File: src/hw/rtl/ltjm_divider.sv
`timescale 1ns / 1ps
module ltjm_divider #(
  parameter int NUM_W = 32,
  parameter int DEN_W = 16
) (
  input  logic             clk,
  input  logic             rst,
  input  logic             start,
  input  logic [NUM_W-1:0] num,
  input  logic [DEN_W-1:0] rem_init,
  input  logic [DEN_W-1:0] den,
  output logic             busy,
  output logic [NUM_W-1:0] quo
);

  localparam int CNT_W = $clog2(NUM_W + 1);

  logic [CNT_W-1:0] cnt;
  logic [DEN_W-1:0] rem;
  logic [DEN_W-1:0] den_q;
  logic [DEN_W:0]   trial;

  // rem_init must be below den so the quotient fits NUM_W bits
  assign trial = {rem, quo[NUM_W-1]};

  always_ff @(posedge clk) begin
    if (rst) begin
      busy <= 1'b0;
      cnt  <= '0;
    end else if (start) begin
      busy  <= 1'b1;
      cnt   <= CNT_W'(NUM_W);
      rem   <= rem_init;
      den_q <= den;
      quo   <= num;
    end else if (busy) begin
      if (trial >= {1'b0, den_q}) begin
        rem <= DEN_W'(trial - {1'b0, den_q});
        quo <= {quo[NUM_W-2:0], 1'b1};
      end else begin
        rem <= trial[DEN_W-1:0];
        quo <= {quo[NUM_W-2:0], 1'b0};
      end
      cnt <= cnt - 1'b1;
      if (cnt == CNT_W'(1)) begin
        busy <= 1'b0;
      end
    end
  end

endmodule

File: config.mk
export PLATFORM = sky130hd
export DESIGN_NAME = ltjm_divider
export DESIGN_NICKNAME = d
export VERILOG_FILES = /design/src/hw/rtl/ltjm_divider.sv
export SDC_FILE = /design/constraint.sdc
export NUM_CORES = 1
export LEC_CHECK = 0
export ABC_AREA = 1
export ABC_CLOCK_PERIOD_IN_PS = 3800
export BUFFER_PORTS_ARGS = -buffer_cell sky130_fd_sc_hd__clkbuf_2
export CAP_MARGIN = 20
export CORE_MARGIN = 3
export CORE_UTILIZATION = 34
export DETAILED_ROUTE_END_ITERATION = 8
export PLACE_DENSITY_LB_ADDON = 0.25
export REMOVE_ABC_BUFFERS = 1
export SYNTH_ARGS = -nofsm -noshare
export SYNTH_HDL_FRONTEND = slang
export SYNTH_SLANG_ARGS = --single-unit
File: constraint.sdc
create_clock -name clk -period 3.8 [get_ports clk]
set_input_delay 0.57 -clock clk [delete_from_list [all_inputs] [get_ports clk]]
set_output_delay 0.57 -clock clk [all_outputs]
set_load 0.02 [all_outputs]
==> Word level (Yosys, flattened, before mapping) <==
Cells that the tools add are included.
{ "totals": {"inputBits": 67, "out_inout_bits": 33, "reg_bits": 71, "wordCells": 26} }
{ "classes": {"n_lt_le_gt_ge": 1, "reduce_logical": 4, "bitwise_logic": 1, "n_mux": 11, "n_eq_ne": 1, "n_addsub": 2} }
{ "ops": {"columns": ["cell", "count"], "rows": [
  ["2-to-1 mux 32 bit", 2],
  ["2-to-1 mux 16 bit", 3],
  ["greater-or-equal comparator 17 x 16 -> 1 bit", 1],
  ["subtractor 16 bit", 1],
  ["2-to-1 mux 6 bit", 2],
  ["== test 6 x 1 -> 1 bit (second input constant)", 1],
  ["subtractor 6 x 1 -> 6 bit (second input constant)", 1],
  ["2-to-1 mux 1 bit", 4],
  ["AND reduction 2 bit", 2],
  ["nonzero test 2 bit", 1],
  ["OR reduction 2 bit", 1],
  ["inverter 1 bit", 1]
]} }

==> Depth between registers and ports, before layout <==
{ "depth": {"ltp_word": 4, "depth_mapped": 14, "ltp_nobuf": 14} }

==> Least setup slack after synthesis <==
Ideal clock, no wire load.
{ "synth_path": {"kind": "input-to-reg", "start": "input port start", "end": "register quo[0] (enable)", "required_ns": 3.346, "arrival_time_ns": 3.082, "path_buffers": 2, "setup_ns": 0.454, "path_stages": 4, "slack_ns": 0.264, "path_cell_list": "clkbuf_1 clkbuf_1 nor2_1 nor2_1"} }
{ "synth_between": {"elab_chain_cells": 2} }
{ "synth_rtl": {"columns": ["item", "line_no", "text"], "rows": [
  ["start, declared", "8", "input logic start,"],
  ["nonzero test 2 bit (no line)", null, null],
  ["AND reduction 2 bit (no line)", null, null],
  ["end signal, assigned", "35", "quo <= num;"],
  ["end signal, assigned", "39", "quo <= {quo[NUM_W-2:0], 1'b1};"],
  ["end signal, assigned", "42", "quo <= {quo[NUM_W-2:0], 1'b0};"],
  ["end, declared", "13", "output logic [NUM_W-1:0] quo"]
]} }
Every way passes these cells.
A chain may end at the register's enable or synchronous reset.

==> Worst setup path after layout <==
{ "layout_path": {"start": "register quo[31]", "end": "register rem[12], data pin"} }
{ "layout_between": {"elab_chain_cells": 4, "elab_cells_between_ends": 5, "classes_between": "1 x add/sub; 1 x order compare; 3 x mux"} }
{ "layout_rtl": {"columns": ["item", "line_no", "text"], "rows": [
  ["subtractor 16 bit / greater-or-equal comparator 17 x 16 -> 1 bit (equally long branches)", "38, 37", null],
  ["2-to-1 mux 16 bit (*)", "37", "if (trial >= {1'b0, den_q}) begin"],
  ["2-to-1 mux 16 bit (*)", "36", "end else if (busy) begin"],
  ["2-to-1 mux 16 bit (*)", "30", "end else if (start) begin"],
  ["end signal, assigned", "33", "rem <= rem_init;"],
  ["end signal, assigned", "38", "rem <= DEN_W'(trial - {1'b0, den_q});"],
  ["end signal, assigned", "41", "rem <= trial[DEN_W-1:0];"],
  ["end, declared", "19", "logic [DEN_W-1:0] rem;"]
]} }
Mark *: on every way between the ends. The rest lies on a longest branch, timed or not. The select of a mux whose other input is x is not followed.

==> results.tsv <==
stage	metric	value	unit
clock_tree	tritoncts	yes	
sta	finalCriticalPeriod	2.28	ns
min_path	hold-path-cell-count	1	
drt	route.detailed.drc	0	
global_routing	grt_pass1_vias	3692	
sta	maxSlewHeadroom	0.561	
floorplanning	initial_core_util	0.351	
cells_and_area	area_growth	22.6	%
clock_tree	clockBufferDepth	2	
setup_path	cp-start-kind	flop	
place	dp_hpwl	7610	um
power	ir_drop	210	uV
global_routing	track_usage	0.153	
drt	postRouteAntennaNets	0	
sta	rsz0062_at_grt	false	
floorplanning	core	0.0121	mm^2
floorplanning	ios	100	
sta	tightest_slew	0.654	ns
global_routing	grt_max_degree	50	
clock_tree	ctsHoldBuffers	0	
setup_path	r2r_start	quo[31]	
yosys	yosysWarningCount	0	
status	outcome	finished clean	
setup_path	worstPathCellList	inv_1 > ha_1 > fa_1 > inv_1 > nand3_1 > nand3_1 > nand3_1 > nand3_1 > nand2_1 > nand2_1 > nand2_1 > nand3_1 > nand2_1	
sta	slew_violations	0	
floorplanning	fp-row-count	40	
sta	finalCritPeriodShare	0.599	
yosys	synth.avg_cell_area	7.99	um^2
setup_path	critPathRequiredTime	3.88	ns
sta	setup_violations	0	
drt	drt_wl_total	10300	um
setup_path	reg2reg_depth	13	
drt	drtIter0Drc	165	
floorplanning	fp.dieW	118	um
yosys	synth_top_area_frac	0.452	
clock_tree	clock_insertion_delay_worst_skew	0.33	ns
global_routing	antenna_found_initial	0	
drt	vias	3659	
yosys	async_flop_share	0	
drt	viasPerCell	4.55	
floorplanning	die_height	118	um
yosys	synth_area_leader_cell	edfxtp_1	
yosys	synthFlopType	edfxtp_1	
yosys	yosysMostFrequentCell	nand2_1	
yosys	ys_ff_latch	71	
cells_and_area	nNetsFinal	719	
cells_and_area	drive_gt1_frac	0.209	
global_routing	grt_overflow_total	0	
setup_path	slowest_stage	fa_1	
yosys	yosysUniqueCellTypes	35	
run	maxCapViolations	0	
cells_and_area	post-route-util	0.430	
clock_tree	post_cts_resized	0	
cells_and_area	stdcell_area	0.00521	mm^2
yosys	synthTopCellsByCount	nand2_1, inv_1, edfxtp_1, nand3_1, nor2_1	
place	port_buffers	99	
yosys	netlist_area	0.00425	mm^2
setup_path	r2r_end	rem[12]	
clock_tree	clk_root_buffer_cell	clkbuf_16	
setup_path	cp_max_fo	3	
setup_path	critPathCaptureType	flop	
setup_path	path_buf_inv	2	
sta	fin_setup_tns	0	ns
sta	skew	0.00612	ns
drt	wire_per_inst	12.8	um
yosys	synth-edff-count	64	
clock_tree	post_cts_buffers	0	
sta	fmax	439	MHz
setup_path	cp_top_family	simple AND/OR/NAND/NOR gates	
sta	hold_violations	0	
place	placed_area	0.00493	mm^2
yosys	synth_area_leaders	edfxtp_1, nand2_1, inv_1, ha_1, nand3_1	
power	leakage	2.64	nW
setup_path	crit_type	flop to flop	
setup_path	critPathMaxStageDelay	0.42	ns
yosys	ys_seq_area_frac	0.485	
floorplanning	dieArea	0.0139	mm^2
setup_path	arrival	2.36	ns
global_routing	grt_pass1_wl	17200	um
setup_path	path_depth	13	
clock_tree	clkTransAtPathRegs	0.06	ns
setup_path	cp_common_cell	nand3_1	
min_path	worstHoldEndpoint	den_q[6]	
clock_tree	numCtsBuffers	9	
clock_tree	htree_levels	3	
yosys	synth_cells	532	
clock_tree	cts_sinks	71	
drt	dr.pass1.iters	4	
cells_and_area	antennaDiodeCount	0	
min_path	min_from	den[6]	
min_path	hp-class	input pin to flop	
place	place.gp.congestion	0.855	
setup_path	reg2reg_slack	1.52	ns
power	powerDensity	437	mW/mm^2
-- placed cells by master, fill, tap and decap left out, types with 2 or more instances in the layout --
master and instances:
o21ai_0 3, nor2_4 4, edfxtp_1 64, nand2_2 5, nand2_4 2, xor2_1 2, clkinv_1 3, nand3_1 40
nor2_2 3, nor2_1 19, a21oi_1 10, dfxtp_1 7, nor4_1 2, nor3_1 6, nand3b_1 11, clkbuf_2 99
ha_1 18, inv_1 73, clkbuf_16 9, nand2_1 228, xnor2_1 5, buf_4 5, nand4_1 5
-- how the worst max path moves through the flow --
stage                  from  slack [ns]  endpoint
finish              quo[31]        1.52   rem[12]
detailed placement    start        1.50   quo[11]
global route        rem[11]        1.26    rem[7]
floorplan             start        0.72    quo[0]
CTS                 quo[31]        1.52   rem[12]
global placement    quo[31]        1.54   rem[12]
-- per-layer routing --
layer	track usage	share of wire
met2	0.241	0.43
met3	0.0428	0.059
met5	0	0
met1	0.199	0.49
met4	0.0623	0.020
-- flip-flops by register name (all words and copies together) (netlist names) --
signal and count:
busy 1, cnt 6, den_q 16, quo 32, rem 16
-- logic make-up (layout without fill, tap and decap cells) --
logic type,Yosys count,in the layout,synth area share
AOI/OAI and AO/OA,16,16,0.0203
xor gates and xnor gates,7,7,0.0144
adders and majority gates,19,19,0.0577
buffers and inverters,88,193,0.0819
DFF,71,71,0.485
and+or+nand+nor,331,331,0.340
-- area by class of cell --
cell class                      count  area [um^2]
Sequential cell                    71         2060
Timing Repair Buffer              104          533
Fill cell                        1285         6900
Clock buffer                       10          229
Tap cell                          168          210
Inverter                           74          278
Clock inverter                      5         50.0
Multi-Input combinational cell    373         1850
-- through the flow --
| stage | std cells | power (mW) | hold slack [ns] | setup WS (ns) |
|---|---|---|---|---|
| after floorplan | 518 | 1.33 | 0.488 | 0.717 |
| after global placement | 790 | 1.48 | 0.503 | 1.54 |
| after detailed placement | 790 | 1.49 | 0.509 | 1.50 |
| after CTS | 805 | 2.30 | 0.393 | 1.52 |
| after global routing | 805 | 2.40 | 0.401 | 1.26 |
| final | 805 | 2.27 | 0.407 | 1.52 |
-- power breakdown --
part	internal (mW)	total (mW)	switching, mW
combinational	0.187	0.510	0.323
sequential	0.927	0.958	0.0308
clock	0.498	0.806	0.308
total	1.61	2.27	0.661
No activity file was read; power rests on OpenSTA's default activity.
