[src/hw/rtl/ltjm_isqrt.sv]
`timescale 1ns / 1ps
module ltjm_isqrt #(
  parameter int OP_W = 64
) (
  input  logic                clk,
  input  logic                rst,
  input  logic                start,
  input  logic [OP_W-1:0]     op,
  output logic                busy,
  output logic [OP_W/2-1:0]   root
);

  localparam int RT_W  = OP_W / 2;
  localparam int CNT_W = $clog2(RT_W + 1);

  logic [CNT_W-1:0] cnt;
  logic [OP_W-1:0]  opr;
  logic [RT_W+1:0]  rem;
  logic [RT_W+3:0]  shifted;
  logic [RT_W+3:0]  trial;

  // one result bit per step from the next two operand bits
  assign shifted = {rem, opr[OP_W-1:OP_W-2]};
  assign trial   = {2'b00, root, 2'b01};

  always_ff @(posedge clk) begin
    if (rst) begin
      busy <= 1'b0;
      cnt  <= '0;
    end else if (start) begin
      busy <= 1'b1;
      cnt  <= CNT_W'(RT_W);
      opr  <= op;
      rem  <= '0;
      root <= '0;
    end else if (busy) begin
      if (shifted >= trial) begin
        rem  <= (RT_W + 2)'(shifted - trial);
        root <= {root[RT_W-2:0], 1'b1};
      end else begin
        rem  <= shifted[RT_W+1:0];
        root <= {root[RT_W-2:0], 1'b0};
      end
      opr <= {opr[OP_W-3:0], 2'b00};
      cnt <= cnt - 1'b1;
      if (cnt == CNT_W'(1)) begin
        busy <= 1'b0;
      end
    end
  end

endmodule
[config.mk]
export PLATFORM = sky130hd
export DESIGN_NAME = ltjm_isqrt
export DESIGN_NICKNAME = d
export VERILOG_FILES = /design/src/hw/rtl/ltjm_isqrt.sv
export SDC_FILE = /design/constraint.sdc
export NUM_CORES = 1
export LEC_CHECK = 0
export BUFFER_PORTS_ARGS = -buffer_cell sky130_fd_sc_hd__buf_2
export CAP_MARGIN = 20
export CELL_PAD_IN_SITES_DETAIL_PLACEMENT = 0
export CELL_PAD_IN_SITES_GLOBAL_PLACEMENT = 2
export CORE_MARGIN = 2
export CORE_UTILIZATION = 35
export CTS_CLUSTER_DIAMETER = 200
export DETAILED_ROUTE_END_ITERATION = 10
export PLACE_DENSITY_LB_ADDON = 0.3
export SYNTH_ARGS = -nofsm -noshare
export SYNTH_HDL_FRONTEND = slang
export SYNTH_SLANG_ARGS = --single-unit
[constraint.sdc]
create_clock -name clk -period 8 [get_ports clk]
set_input_delay 1.6 -clock clk [delete_from_list [all_inputs] [get_ports clk]]
set_output_delay 1.6 -clock clk [all_outputs]
set_load 0.02 [all_outputs]
# [Word level (Yosys, flattened, before mapping)]
# Cells that the tools add are included.
[word_totals] register_bits=137 out_inout_bits=33
[classes] n_addsub=2 magnitude_cmp=1 n_eq_ne=1 mux=11 n_bitwise=1 reduce_logical=3
[op_table] operator="$mux W64" count=2
[op_table] operator="$mux W34" count=2
[op_table] operator="$ge A36 B34 Y1" count=1
[op_table] operator="$sub A34 B34 Y34" count=1
[op_table] operator="$mux W32" count=1
[op_table] operator="$mux W6" count=2
[op_table] operator="$eq A6 B1 Y1 const B" count=1
[op_table] operator="$sub A6 B1 Y6 const B" count=1
[op_table] operator="$mux W1" count=4
[op_table] operator="$reduce_and A2 Y1" count=1
[op_table] operator="$reduce_bool A2 Y1" count=1
[op_table] operator="$reduce_or A2 Y1" count=1
[op_table] operator="$not A1 Y1" count=1

# [Logic depth before layout (Yosys ltp)]
# Gate-level depths: netlist (run 1).
[depth] depth_word=4 mapped_depth=13 depth_no_buf=10

# [Least setup slack after synthesis (run 1)]
# Ideal clock, no wire load.
[synth_timing] path_type="input -> register" startpoint="input start" endpoint="register busy" arrival_ns=7.927 t_required_ns=7.919 slack_ns=-0.008 path_stages=4 path_cell_list="clkbuf_1 -> nor2_1 -> nor2_1 -> o31a_1"
[synth_via] elab_chain_cells=1
[synth_lines] element="from (decl)" line="7" text="input logic start,"
[synth_lines] element="$mux W1" line="30" text="end else if (start) begin"
[synth_lines] element="to (signal assigned)" line="28" text="busy <= 1'b0;"
[synth_lines] element="to (signal assigned)" line="31" text="busy <= 1'b1;"
[synth_lines] element="to (signal assigned)" line="47" text="busy <= 1'b0;"
[synth_lines] element="to (decl)" line="9" text="output logic busy,"
# No other way between the ends.
# A chain may end at the register's enable or synchronous reset.

# [Worst setup path in the final report (run 1)]
[layout_timing] startpoint="input start" endpoint="register rem[9], enable pin"
[layout_via] elab_chain_cells=2
[layout_lines] element="$reduce_bool A2 Y1 (no source line)"
[layout_lines] element="$reduce_and A2 Y1 (no source line)"
[layout_lines] element="to (signal assigned)" line="38" text="rem <= (RT_W + 2)'(shifted - trial);"
[layout_lines] element="to (signal assigned)" line="41" text="rem <= shifted[RT_W+1:0];"
[layout_lines] element="to (decl)" line="18" text="logic [RT_W+1:0] rem;"
# No other way between the ends.

==> results of run 1 <==
cell type report:
class                      count  area [µm²]
tap                          280       350.3
multi-input combinational    461        3379
clock buffer                  18       439.2
timing repair buffer         102       520.5
fill                        2150       12760
clock inverter                14       152.6
sequential                   137        4044
inverter                      48       180.2
flip-flops by register name (all words and copies together) (netlist names):
signal and cells:
root 32, rem 34, opr 64, cnt 6
busy 1
report_power, final:
part / switching [mW] / internal (mW) / total, mW
Combinational: 0.284 / 0.198 / 0.483
Clock: 0.343 / 0.451 / 0.794
Sequential: 0.0246 / 0.861 / 0.885
worst max-delay path by stage:
stage,end,startpoint
2_1_floorplan,opr[0],start
3_3_place_gp,root[16],start
3_5_place_dp,root[16],start
4_1_cts,rem[9],start
5_1_grt,rem[9],start
6_report,rem[9],start
through the flow:
step | setup WS (ns) | util, % | instances | hold slack, ns | cell area [µm²]
4_1_cts | 3.628 | 41.54 | 1060 | 0.5014 | 9066
2_1_floorplan | 2.217 | - | 675 | 0.4686 | 7765
6_report | 3.724 | 41.54 | 1060 | 0.5096 | 9066
3_5_place_dp | 3.181 | 38.83 | 1028 | 0.4925 | 8474
5_1_grt | 3.439 | 41.54 | 1060 | 0.5455 | 9066
3_3_place_gp | 3.253 | 38.83 | 1028 | 0.4817 | 8474
critical path: cells and delay by family:
kind | cells | cell delay, ns
buffers and inverters | 3 | 2.02
AND/OR/NAND/NOR | 2 | 0.63
routing by layer:
metal  track usage (%)  share of wire [%]
met1             19.85                 46
met5                 0              0.065
met2             23.87                 48
met4             3.968               0.82
met3             4.650                5.5
cell usage after synthesis, drive strengths merged (6+ instances only):
| cell | number |
|---|---|
| edfxtp | 130 |
| nor2 | 77 |
| mux2 | 62 |
| a21oi | 48 |
| inv | 48 |
| nand2 | 42 |
| ha | 36 |
| xnor2 | 23 |
| o21ai | 21 |
| buf | 18 |
| nand3 | 13 |
| nor3 | 13 |
| clkbuf | 11 |
| mux2i | 11 |
| xor2 | 11 |
| a211oi | 10 |
| and2 | 9 |
| dfxtp | 7 |
| nand4 | 6 |
| o31ai | 6 |
logic make-up (layout without fill, tap and decap cells):
logic type               after synthesis  count (layout)
multiplexers                          73              73
AO/OA/AOI/OAI                        132             132
adder cells (fa/ha/maj)               36              36
flip-flops                           137             137
buffers and inverters                 77             182
XOR/XNOR                              34              34
AND/OR/NAND/NOR                      186             186
==> flow_summary_export.csv, run 1 <==
group,metric,value,unit
min_path,min_to,"cnt[1]",
synthesis,synth_cells,675,
synthesis,yosys.area_share.simple,11.25,%
global_route,grt-ovfl-total,0,
die,dieArea,23390,µm²
min_path,holdPathStages,2,
synthesis,synth_fa_ha_area_share,5.803,%
global_route,antenna_found_initial,1,
synthesis,async_flop_share,0,%
die,fp.dieW,152.9,µm
worst_setup_path,cp_slowest_stage_delay,0.75,ns
min_path,min-delay-start,"cnt[1]",
timing,rsz0062_at_grt,"no",
clock_network,htreeDepth,4,
clock_network,cts.sinks,137,
power_and_ir_drop,power.density,238.5,nW/µm²
cells_and_area,fin_nets,870,
cells_and_area,layout_common_cells,"edfxtp_1 (130), buf_2 (98), nor2_1 (75)",
synthesis,synth_top_family_by_area,"compound AO/OA/AOI/OAI gates",
cells_and_area,final_common_cell,"edfxtp_1",
detailed_routing,first_pass_iters,5,
worst_setup_path,critical_path_class,"in -> reg",
placed_design,port_buffers,99,
power_and_ir_drop,finalPower,2.162,mW
clock_network,clock-root-buffer,"clkbuf_16",
worst_setup_path,critPathCaptureType,"register",
detailed_routing,wl_per_cell,16.07,µm
cells_and_area,syn_to_final_growth,16.80,%
worst_setup_path,required,8.04,ns
synthesis,syn_area,7762,µm²
job,drv_cap,0,
timing,maxSlewHeadroom,32.70,%
placed_design,dpl.hpwl,11.80,mm
worst_setup_path,rr_worst_depth,10,
worst_setup_path,cp_max_fo,70,
cells_and_area,drive_above_1_share,28.85,%
clock_network,cts_buffers,17,
worst_setup_path,slowest_stage,"buf_4",
synthesis,yosysWarningCount,0,
synthesis,yosysSeqAreaShare,52.10,%
placed_design,place_congestion,0.7892,
timing,period_share,53.45,%
synthesis,synth-seq-cells,137,
synthesis,synth_top_cell_by_area,"edfxtp_1",
timing,finalSetupViolCount,0,
timing,finalHoldViolCount,0,
run_status,status,"finished, final reports clean",
synthesis,yosys-top-cells-area,"edfxtp_1 (50%), mux2_2 (9.0%), ha_1 (5.8%)",
clock_network,cts_hold_buffers,0,
clock_network,cts_buffer_depth,2,
detailed_routing,initialDrtViolationCount,289,
die,io_pins,100,
global_route,grt_pass1_wl,28.52,mm
clock_network,cts_tree,"built",
synthesis,synth_edf_count,130,
worst_setup_path,worstSetupStartpointType,"input pin",
detailed_routing,drc_errors,0,
worst_setup_path,timing.rr.end,"rem[25]",
die,core,21820,µm²
detailed_routing,avgViaCountPerCell,5.110,
synthesis,synth_compound_area_share,12.14,%
synthesis,syn_nets,778,
worst_setup_path,r2r_setup_slack,4.30,ns
synthesis,synth-xor-area-share,3.836,%
die,start_util,35.57,%
timing,maxSlewViolCount,0,
global_route,grt_pass1_vias,5530,
min_path,hold_path_class,"reg -> reg",
detailed_routing,wl,17.04,mm
global_route,grt_max_degree,71,
worst_setup_path,arrival,4.32,ns
cells_and_area,diodes,0,
detailed_routing,vias,5417,
timing,tightest_slew,1.006,ns
clock_network,clkTransAtPathRegs,0.06,ns
timing,min_period,4.276,ns
worst_setup_path,cp_cell_sequence,"buf_4, nor2_1, nor2_4, buf_4, buf_4",
detailed_routing,ant_nets,0,
clock_network,worstSkewPairLatency,0.42,ns
power_and_ir_drop,p_leak,3.542,nW
die,die_y,152.9,µm
global_route,grt.total_usage,14.97,%
synthesis,synth_top_area_share,50.29,%
timing,setup_tns,0,ns
clock_network,cts_setup_buffers,0,
synthesis,synth_mux_area_share,10.41,%
timing,fin_skew,0.009511,ns
synthesis,yosysUniqueCellTypes,66,
die,rows,54,
synthesis,synthFlopType,"edfxtp_1",
synthesis,avgSynthCellArea,11.50,µm²
worst_setup_path,cp_common_cell,"buf_4",
worst_setup_path,r2r-start,"root[9]",
clock_network,ctsResizeCount,0,
timing,fmax,0.2339,GHz
power_and_ir_drop,vdd_drop_max,0.1332,mV
No activity file was read; power rests on OpenSTA's default activity.
==> inputs of run 2 (changes only) <==
==> constraint.sdc (replaced) <==
create_clock -name clk -period 3.9 [get_ports clk]
set_input_delay 0.78 -clock clk [delete_from_list [all_inputs] [get_ports clk]]
set_output_delay 0.78 -clock clk [all_outputs]
set_load 0.02 [all_outputs]
==> flow_summary_export.csv, run 2 (synthesis gave the netlist of run 1 again) <==
group,metric,value,unit
run_status,status,"finished, final reports clean",
clock_network,htreeDepth,4,
power_and_ir_drop,power.density,486.8,nW/µm²
cells_and_area,fin_nets,876,
timing,period_share,84.06,%
detailed_routing,wl_per_cell,16.62,µm
min_path,hold_path_class,"reg -> reg",
timing,maxSlewViolCount,0,
placed_design,dpl.hpwl,12.42,mm
global_route,grt-ovfl-total,0,
worst_setup_path,cp-startpoint,"root[9]",
job,drv_cap,0,
die,start_util,35.57,%
cells_and_area,largest_reg_flops,64,
global_route,grt_max_degree,85,
die,io_pins,100,
global_route,grt_pass1_wl,29.89,mm
cells_and_area,fillCellCount,2156,
cells_and_area,diodes,0,
global_route,top_usage_layer,"met2",
cells_and_area,final_common_cell,"edfxtp_1",
worst_setup_path,r2r-start,"root[9]",
timing,setup_tns,0,ns
placed_design,preCtsSetupSlack,0.6425,ns
global_route,use_met3,4.451,%
die,core,21820,µm²
worst_setup_path,arrival,3.44,ns
clock_network,cts_hold_buffers,0,
timing,min_period,3.278,ns
clock_network,cts_buffer_depth,2,
clock_network,cts_buffers,17,
die,rows,54,
cells_and_area,drive_above_1_share,29.26,%
timing,whs,0.5173,ns
timing,finalSetupViolCount,0,
detailed_routing,drc_errors,0,
power_and_ir_drop,vdd_drop_max,0.3087,mV
placed_design,port_buffers,99,
timing,fmax,0.3050,GHz
detailed_routing,wl,17.72,mm
detailed_routing,avgViaCountPerCell,5.116,
clock_network,cts_setup_buffers,0,
worst_setup_path,critPathTopFamily,"compound AO/OA/AOI/OAI gates",
timing,setup_ws,0.6218,ns
timing,maxSlewHeadroom,53.29,%
worst_setup_path,slowest_stage,"ha_1",
detailed_routing,ant_nets,0,
detailed_routing,vias,5454,
global_route,grt.total_usage,15.84,%
global_route,use_met2,25.22,%
global_route,grt_pass1_vias,5752,
timing,tightest_slew,0.7007,ns
timing,rsz0062_at_grt,"no",
worst_setup_path,critPathCaptureType,"register",
timing,finalHoldViolCount,0,
clock_network,clock-root-buffer,"clkbuf_16",
worst_setup_path,cp_slowest_stage_delay,0.44,ns
worst_setup_path,critical_path_class,"reg -> reg",
cells_and_area,utilization,41.78,%
worst_setup_path,worstSetupStartpointType,"register",
clock_network,worstSkewPairLatency,0.43,ns
die,dieArea,23390,µm²
cells_and_area,syn_to_final_growth,17.47,%
cells_and_area,reg_top3,"opr x64, rem x34, root x32",
worst_setup_path,cp_cell_sequence,"inv_1, ha_1, a21o_1, a211oi_1, nand2_1, a41o_1, o2111ai_4, nand2_2, buf_4, mux2i_1, nor2_1",
worst_setup_path,cp_max_fo,16,
global_route,antenna_found_initial,1,
placed_design,place_congestion,0.8144,
detailed_routing,initialDrtViolationCount,336,
cells_and_area,top_register,"opr",
cells_and_area,layout_common_cells,"edfxtp_1 (130), buf_2 (98), nor2_1 (75)",
worst_setup_path,cp_num_buf_inv,2,
clock_network,cts.sinks,137,
power_and_ir_drop,p_leak,3.582,nW
clock_network,cts_tree,"built",
worst_setup_path,required,4.06,ns
die,fp.dieW,152.9,µm
min_path,min-delay-start,"cnt[5]",
clock_network,ctsResizeCount,0,
global_route,grt_util_met1,20.74,%
die,die_y,152.9,µm
detailed_routing,first_pass_iters,7,
clock_network,clkTransAtPathRegs,0.07,ns
timing,fin_skew,0.01005,ns
==> run 2: worst paths after layout <==
path,end,slack (ns),cells past startpoint
hold reg to reg,busy,0.52,1
setup reg to reg,rem[27],0.62,11
setup / recovery,rem[27],0.62,11
hold / removal,busy,0.52,1
==> run 2: power breakdown <==
part,internal (mW),leakage [nW],switching [mW]
clock,0.854,0.285,0.755
sequential,1.76,1.31,0.0504
combinational,0.421,1.98,0.594
total,3.04,3.58,1.40
==> run 2: cell type report <==
class | instances | area, µm² | area share [%]
timing repair buffer | 108 | 590.6 | 6.476
multi-input combinational | 461 | 3379 | 37.06
clock buffer | 17 | 425.4 | 4.665
tap | 280 | 350.3 | 3.842
clock inverter | 15 | 148.9 | 1.633
inverter | 48 | 180.2 | 1.976
sequential | 137 | 4044 | 44.35
==> run 2: per-layer routing <==
metal / wire (µm) / vias to the layer above
met5: 11 / -
met4: 313 / 2
met3: 983 / 24
met2: 8229 / 126
met1: 8179 / 2624
li1: - / 2678
==> run 2: stage by stage <==
step | instances | instance area [µm²] | power, mW
finish | 1066 | 9119 | 4.439
CTS | 1066 | 9119 | 4.498
floorplan | 675 | 7770 | 2.612
global route | 1066 | 9119 | 4.679
detailed placement | 1034 | 8544 | 2.867
global placement | 1034 | 8544 | 2.858
==> inputs of run 3 (changes only) <==
--- a/config.mk
+++ b/config.mk
@@ -5,12 +5,13 @@
 export SDC_FILE = /design/constraint.sdc
 export NUM_CORES = 1
 export LEC_CHECK = 0
+export ABC_AREA = 1
 export BUFFER_PORTS_ARGS = -buffer_cell sky130_fd_sc_hd__buf_2
 export CAP_MARGIN = 20
 export CELL_PAD_IN_SITES_DETAIL_PLACEMENT = 0
 export CELL_PAD_IN_SITES_GLOBAL_PLACEMENT = 2
 export CORE_MARGIN = 2
-export CORE_UTILIZATION = 35
+export CORE_UTILIZATION = 31
 export CTS_CLUSTER_DIAMETER = 200
 export DETAILED_ROUTE_END_ITERATION = 10
 export PLACE_DENSITY_LB_ADDON = 0.3
==> constraint.sdc (replaced) <==
create_clock -name clk -period 2.6 [get_ports clk]
set_input_delay 0.52 -clock clk [delete_from_list [all_inputs] [get_ports clk]]
set_output_delay 0.52 -clock clk [all_outputs]
set_load 0.02 [all_outputs]
==> flow_summary_export.csv, run 3 <==
group,metric,value,unit
clock_network,cts_tree,"built",
detailed_routing,ant_nets,0,
worst_setup_path,required,2.88,ns
detailed_routing,avgViaCountPerCell,4.378,
clock_network,clock-root-buffer,"clkbuf_16",
global_route,grt.total_usage,16.55,%
worst_setup_path,arrival,2.75,ns
die,die_y,170.0,µm
worst_setup_path,critical_path_class,"reg -> reg",
clock_network,cts.sinks,137,
clock_network,cts_buffer_depth,2,
cells_and_area,diodes,0,
global_route,grt_pass1_wl,37.43,mm
timing,tightest_slew,0.7133,ns
timing,maxSlewViolCount,0,
detailed_routing,drc_errors,0,
timing,fin_skew,0.01819,ns
die,io_pins,100,
global_route,grt_pass1_vias,7209,
placed_design,place_congestion,0.8145,
power_and_ir_drop,p_leak,5.214,nW
run_status,status,"finished, final reports clean",
synthesis,yosys.cell_count.top_type,"nand2_1",
placed_design,placed_area,9519,µm²
cells_and_area,top_register,"opr",
cells_and_area,layout_common_cells,"nand2_1 (518), inv_1 (159), edfxtp_1 (130)",
power_and_ir_drop,power.density,677.2,nW/µm²
synthesis,yosysWarningCount,0,
synthesis,synth_commonest_cells,"nand2_1 (531), inv_1 (164), nor2_1 (131), edfxtp_1 (130), ha_1 (36)",
min_path,min_to,"cnt[5]",
timing,maxSlewHeadroom,52.45,%
timing,finalHoldViolCount,0,
clock_network,cts_hold_buffers,0,
synthesis,yosysUniqueCellTypes,35,
global_route,top_usage_layer,"met2",
synthesis,async_flop_share,0,%
cells_and_area,largest_reg_flops,64,
timing,fmax,0.4048,GHz
detailed_routing,first_pass_iters,5,
global_route,grt-ovfl-total,0,
global_route,use_met2,26.58,%
min_path,holdPathStages,2,
power_and_ir_drop,vdd_drop_max,0.3472,mV
synthesis,synthFlopType,"edfxtp_1",
cells_and_area,final_common_cell,"nand2_1",
min_path,min-delay-start,"rst",
clock_network,htreeDepth,4,
synthesis,synth_top_area_share,45.68,%
cells_and_area,fin_nets,1372,
worst_setup_path,r2r-start,"root[21]",
die,fp.dieW,170.0,µm
detailed_routing,initialDrtViolationCount,369,
synthesis,synth_edf_count,130,
worst_setup_path,timing.rr.end,"rem[27]",
detailed_routing,vias,7105,
synthesis,synth_top_cell_by_area,"edfxtp_1",
clock_network,cts_buffers,17,
synthesis,syn_nets,1258,
timing,min_period,2.471,ns
synthesis,syn_area,8546,µm²
worst_setup_path,rr_worst_depth,15,
cells_and_area,reg_top3,"opr x64, rem x34, root x32",
clock_network,worstSkewPairLatency,0.43,ns
cells_and_area,design_area,10410,µm²
cells_and_area,drive_above_1_share,17.39,%
placed_design,dpl.hpwl,16.85,mm
synthesis,avgSynthCellArea,7.399,µm²
detailed_routing,wl,23.22,mm
worst_setup_path,critPathCaptureType,"register",
job,drv_cap,0,
worst_setup_path,worstSetupStartpointType,"register",
placed_design,port_buffers,99,
worst_setup_path,cp_max_fo,8,
global_route,grt_util_met1,22.79,%
clock_network,clkTransAtPathRegs,0.08,ns
die,core,27030,µm²
synthesis,synth_cells,1155,
detailed_routing,wl_per_cell,14.31,µm
synthesis,synth-seq-cells,137,
timing,period_share,95.02,%
die,rows,60,
global_route,antenna_found_initial,1,
cells_and_area,syn_to_final_growth,21.80,%
min_path,hold_path_class,"in -> reg",
global_route,grt_max_degree,82,
timing,finalSetupViolCount,0,
die,start_util,31.62,%
cells_and_area,utilization,38.51,%
synthesis,yosysSeqAreaShare,47.32,%
worst_setup_path,r2r_setup_slack,0.13,ns
global_route,use_met3,3.093,%
die,dieArea,28910,µm²
synthesis,yosys-top-cells-area,"edfxtp_1 (46%), nand2_1 (23%), inv_1 (7.2%)",
[run 3: cell types whose count changed in the layout (fill, tap and decap cells not counted), moves of 10 or more]
cell	change
nand2_1	+477
inv_1	+111
mux2_2	-62
nor2_1	+52
a21oi_1	-23
ha_1	-20
o21ai_0	-16
nor2_2	+14
ha_2	+13
nand2_2	+13
mux2i_1	-11
buf_4	+10
[run 3: metrics by stage]
stage	total power, mW	hold slack, ns	TNS [ns]	setup WS (ns)	instances
after floorplan	3.940	0.4627	-114.01	-0.8719	1155
after global placement	4.450	0.4799	0	0.07965	1583
after detailed placement	4.439	0.4916	0	0.08561	1583
after CTS	7.018	0.3153	0	0.07440	1615
after global routing	7.474	0.3251	-0.02325	-0.02114	1623
final	7.048	0.3318	0	0.1294	1623
[run 3: kinds of logic after synthesis]
logic type      share of synthesized area (%)
buf+inv                                 8.931
simple gates                            34.49
xor+xnor                                1.947
compound gates                          2.035
flops                                   47.32
fa+ha+maj                               5.271
[run 3: how the worst max path moves through the flow]
stage,from,endpoint,depth (start not counted)
2_1_floorplan,start,opr[0],4
3_3_place_gp,rem[5],rem[24],14
3_5_place_dp,rem[5],rem[20],14
4_1_cts,rem[5],rem[24],14
5_1_grt,root[17],rem[27],17
6_report,root[21],rem[27],15
[run 3: report_power, final]
group          switching, mW  total, mW  internal, mW
logic                   1.13       1.78         0.649
clock network           1.17       2.55          1.38
registers             0.0800       2.72          2.64
total                   2.38       7.05          4.67
[run 3: metal layers]
metal / wire [µm] / vias up
met5: 0 / -
met4: 323 / 0
met3: 831 / 16
met2: 10430 / 118
met1: 11630 / 3179
li1: - / 3792
[run 3: final cells by class]
cell class              instances  area [µm²]
well taps                     341       426.7
flip-flops and latches        137        4044
clock inverters                15       176.4
clock buffers                  17       425.4
fillers                      2959       16620
multi-input cells             823        3944
inverters                     167       634.4
repair buffers                123       758.2
[run 3: worst max-delay path: stages, from the launching register on]
cell,delay [ns]
edfxtp_1,0.40
inv_1,0.11
ha_2,0.31
nand2_2,0.12
inv_1,0.07
nand2_1,0.06
nand2_1,0.08
nand2_1,0.07
nand2_1,0.08
a21oi_2,0.17
nand4_4,0.25
buf_6,0.21
buf_4,0.15
nand2_1,0.06
nand2_1,0.04
nor2_1,0.13
[run 3: repair_timing]
| item | 4_1_cts | 5_1_grt |
|---|---|---|
| setup endpoints to repair | 0 | 32 |
| resized for setup | 0 | 52 |
| hold endpoints to repair | 0 | 0 |
| setup buffers | 0 | 6 |
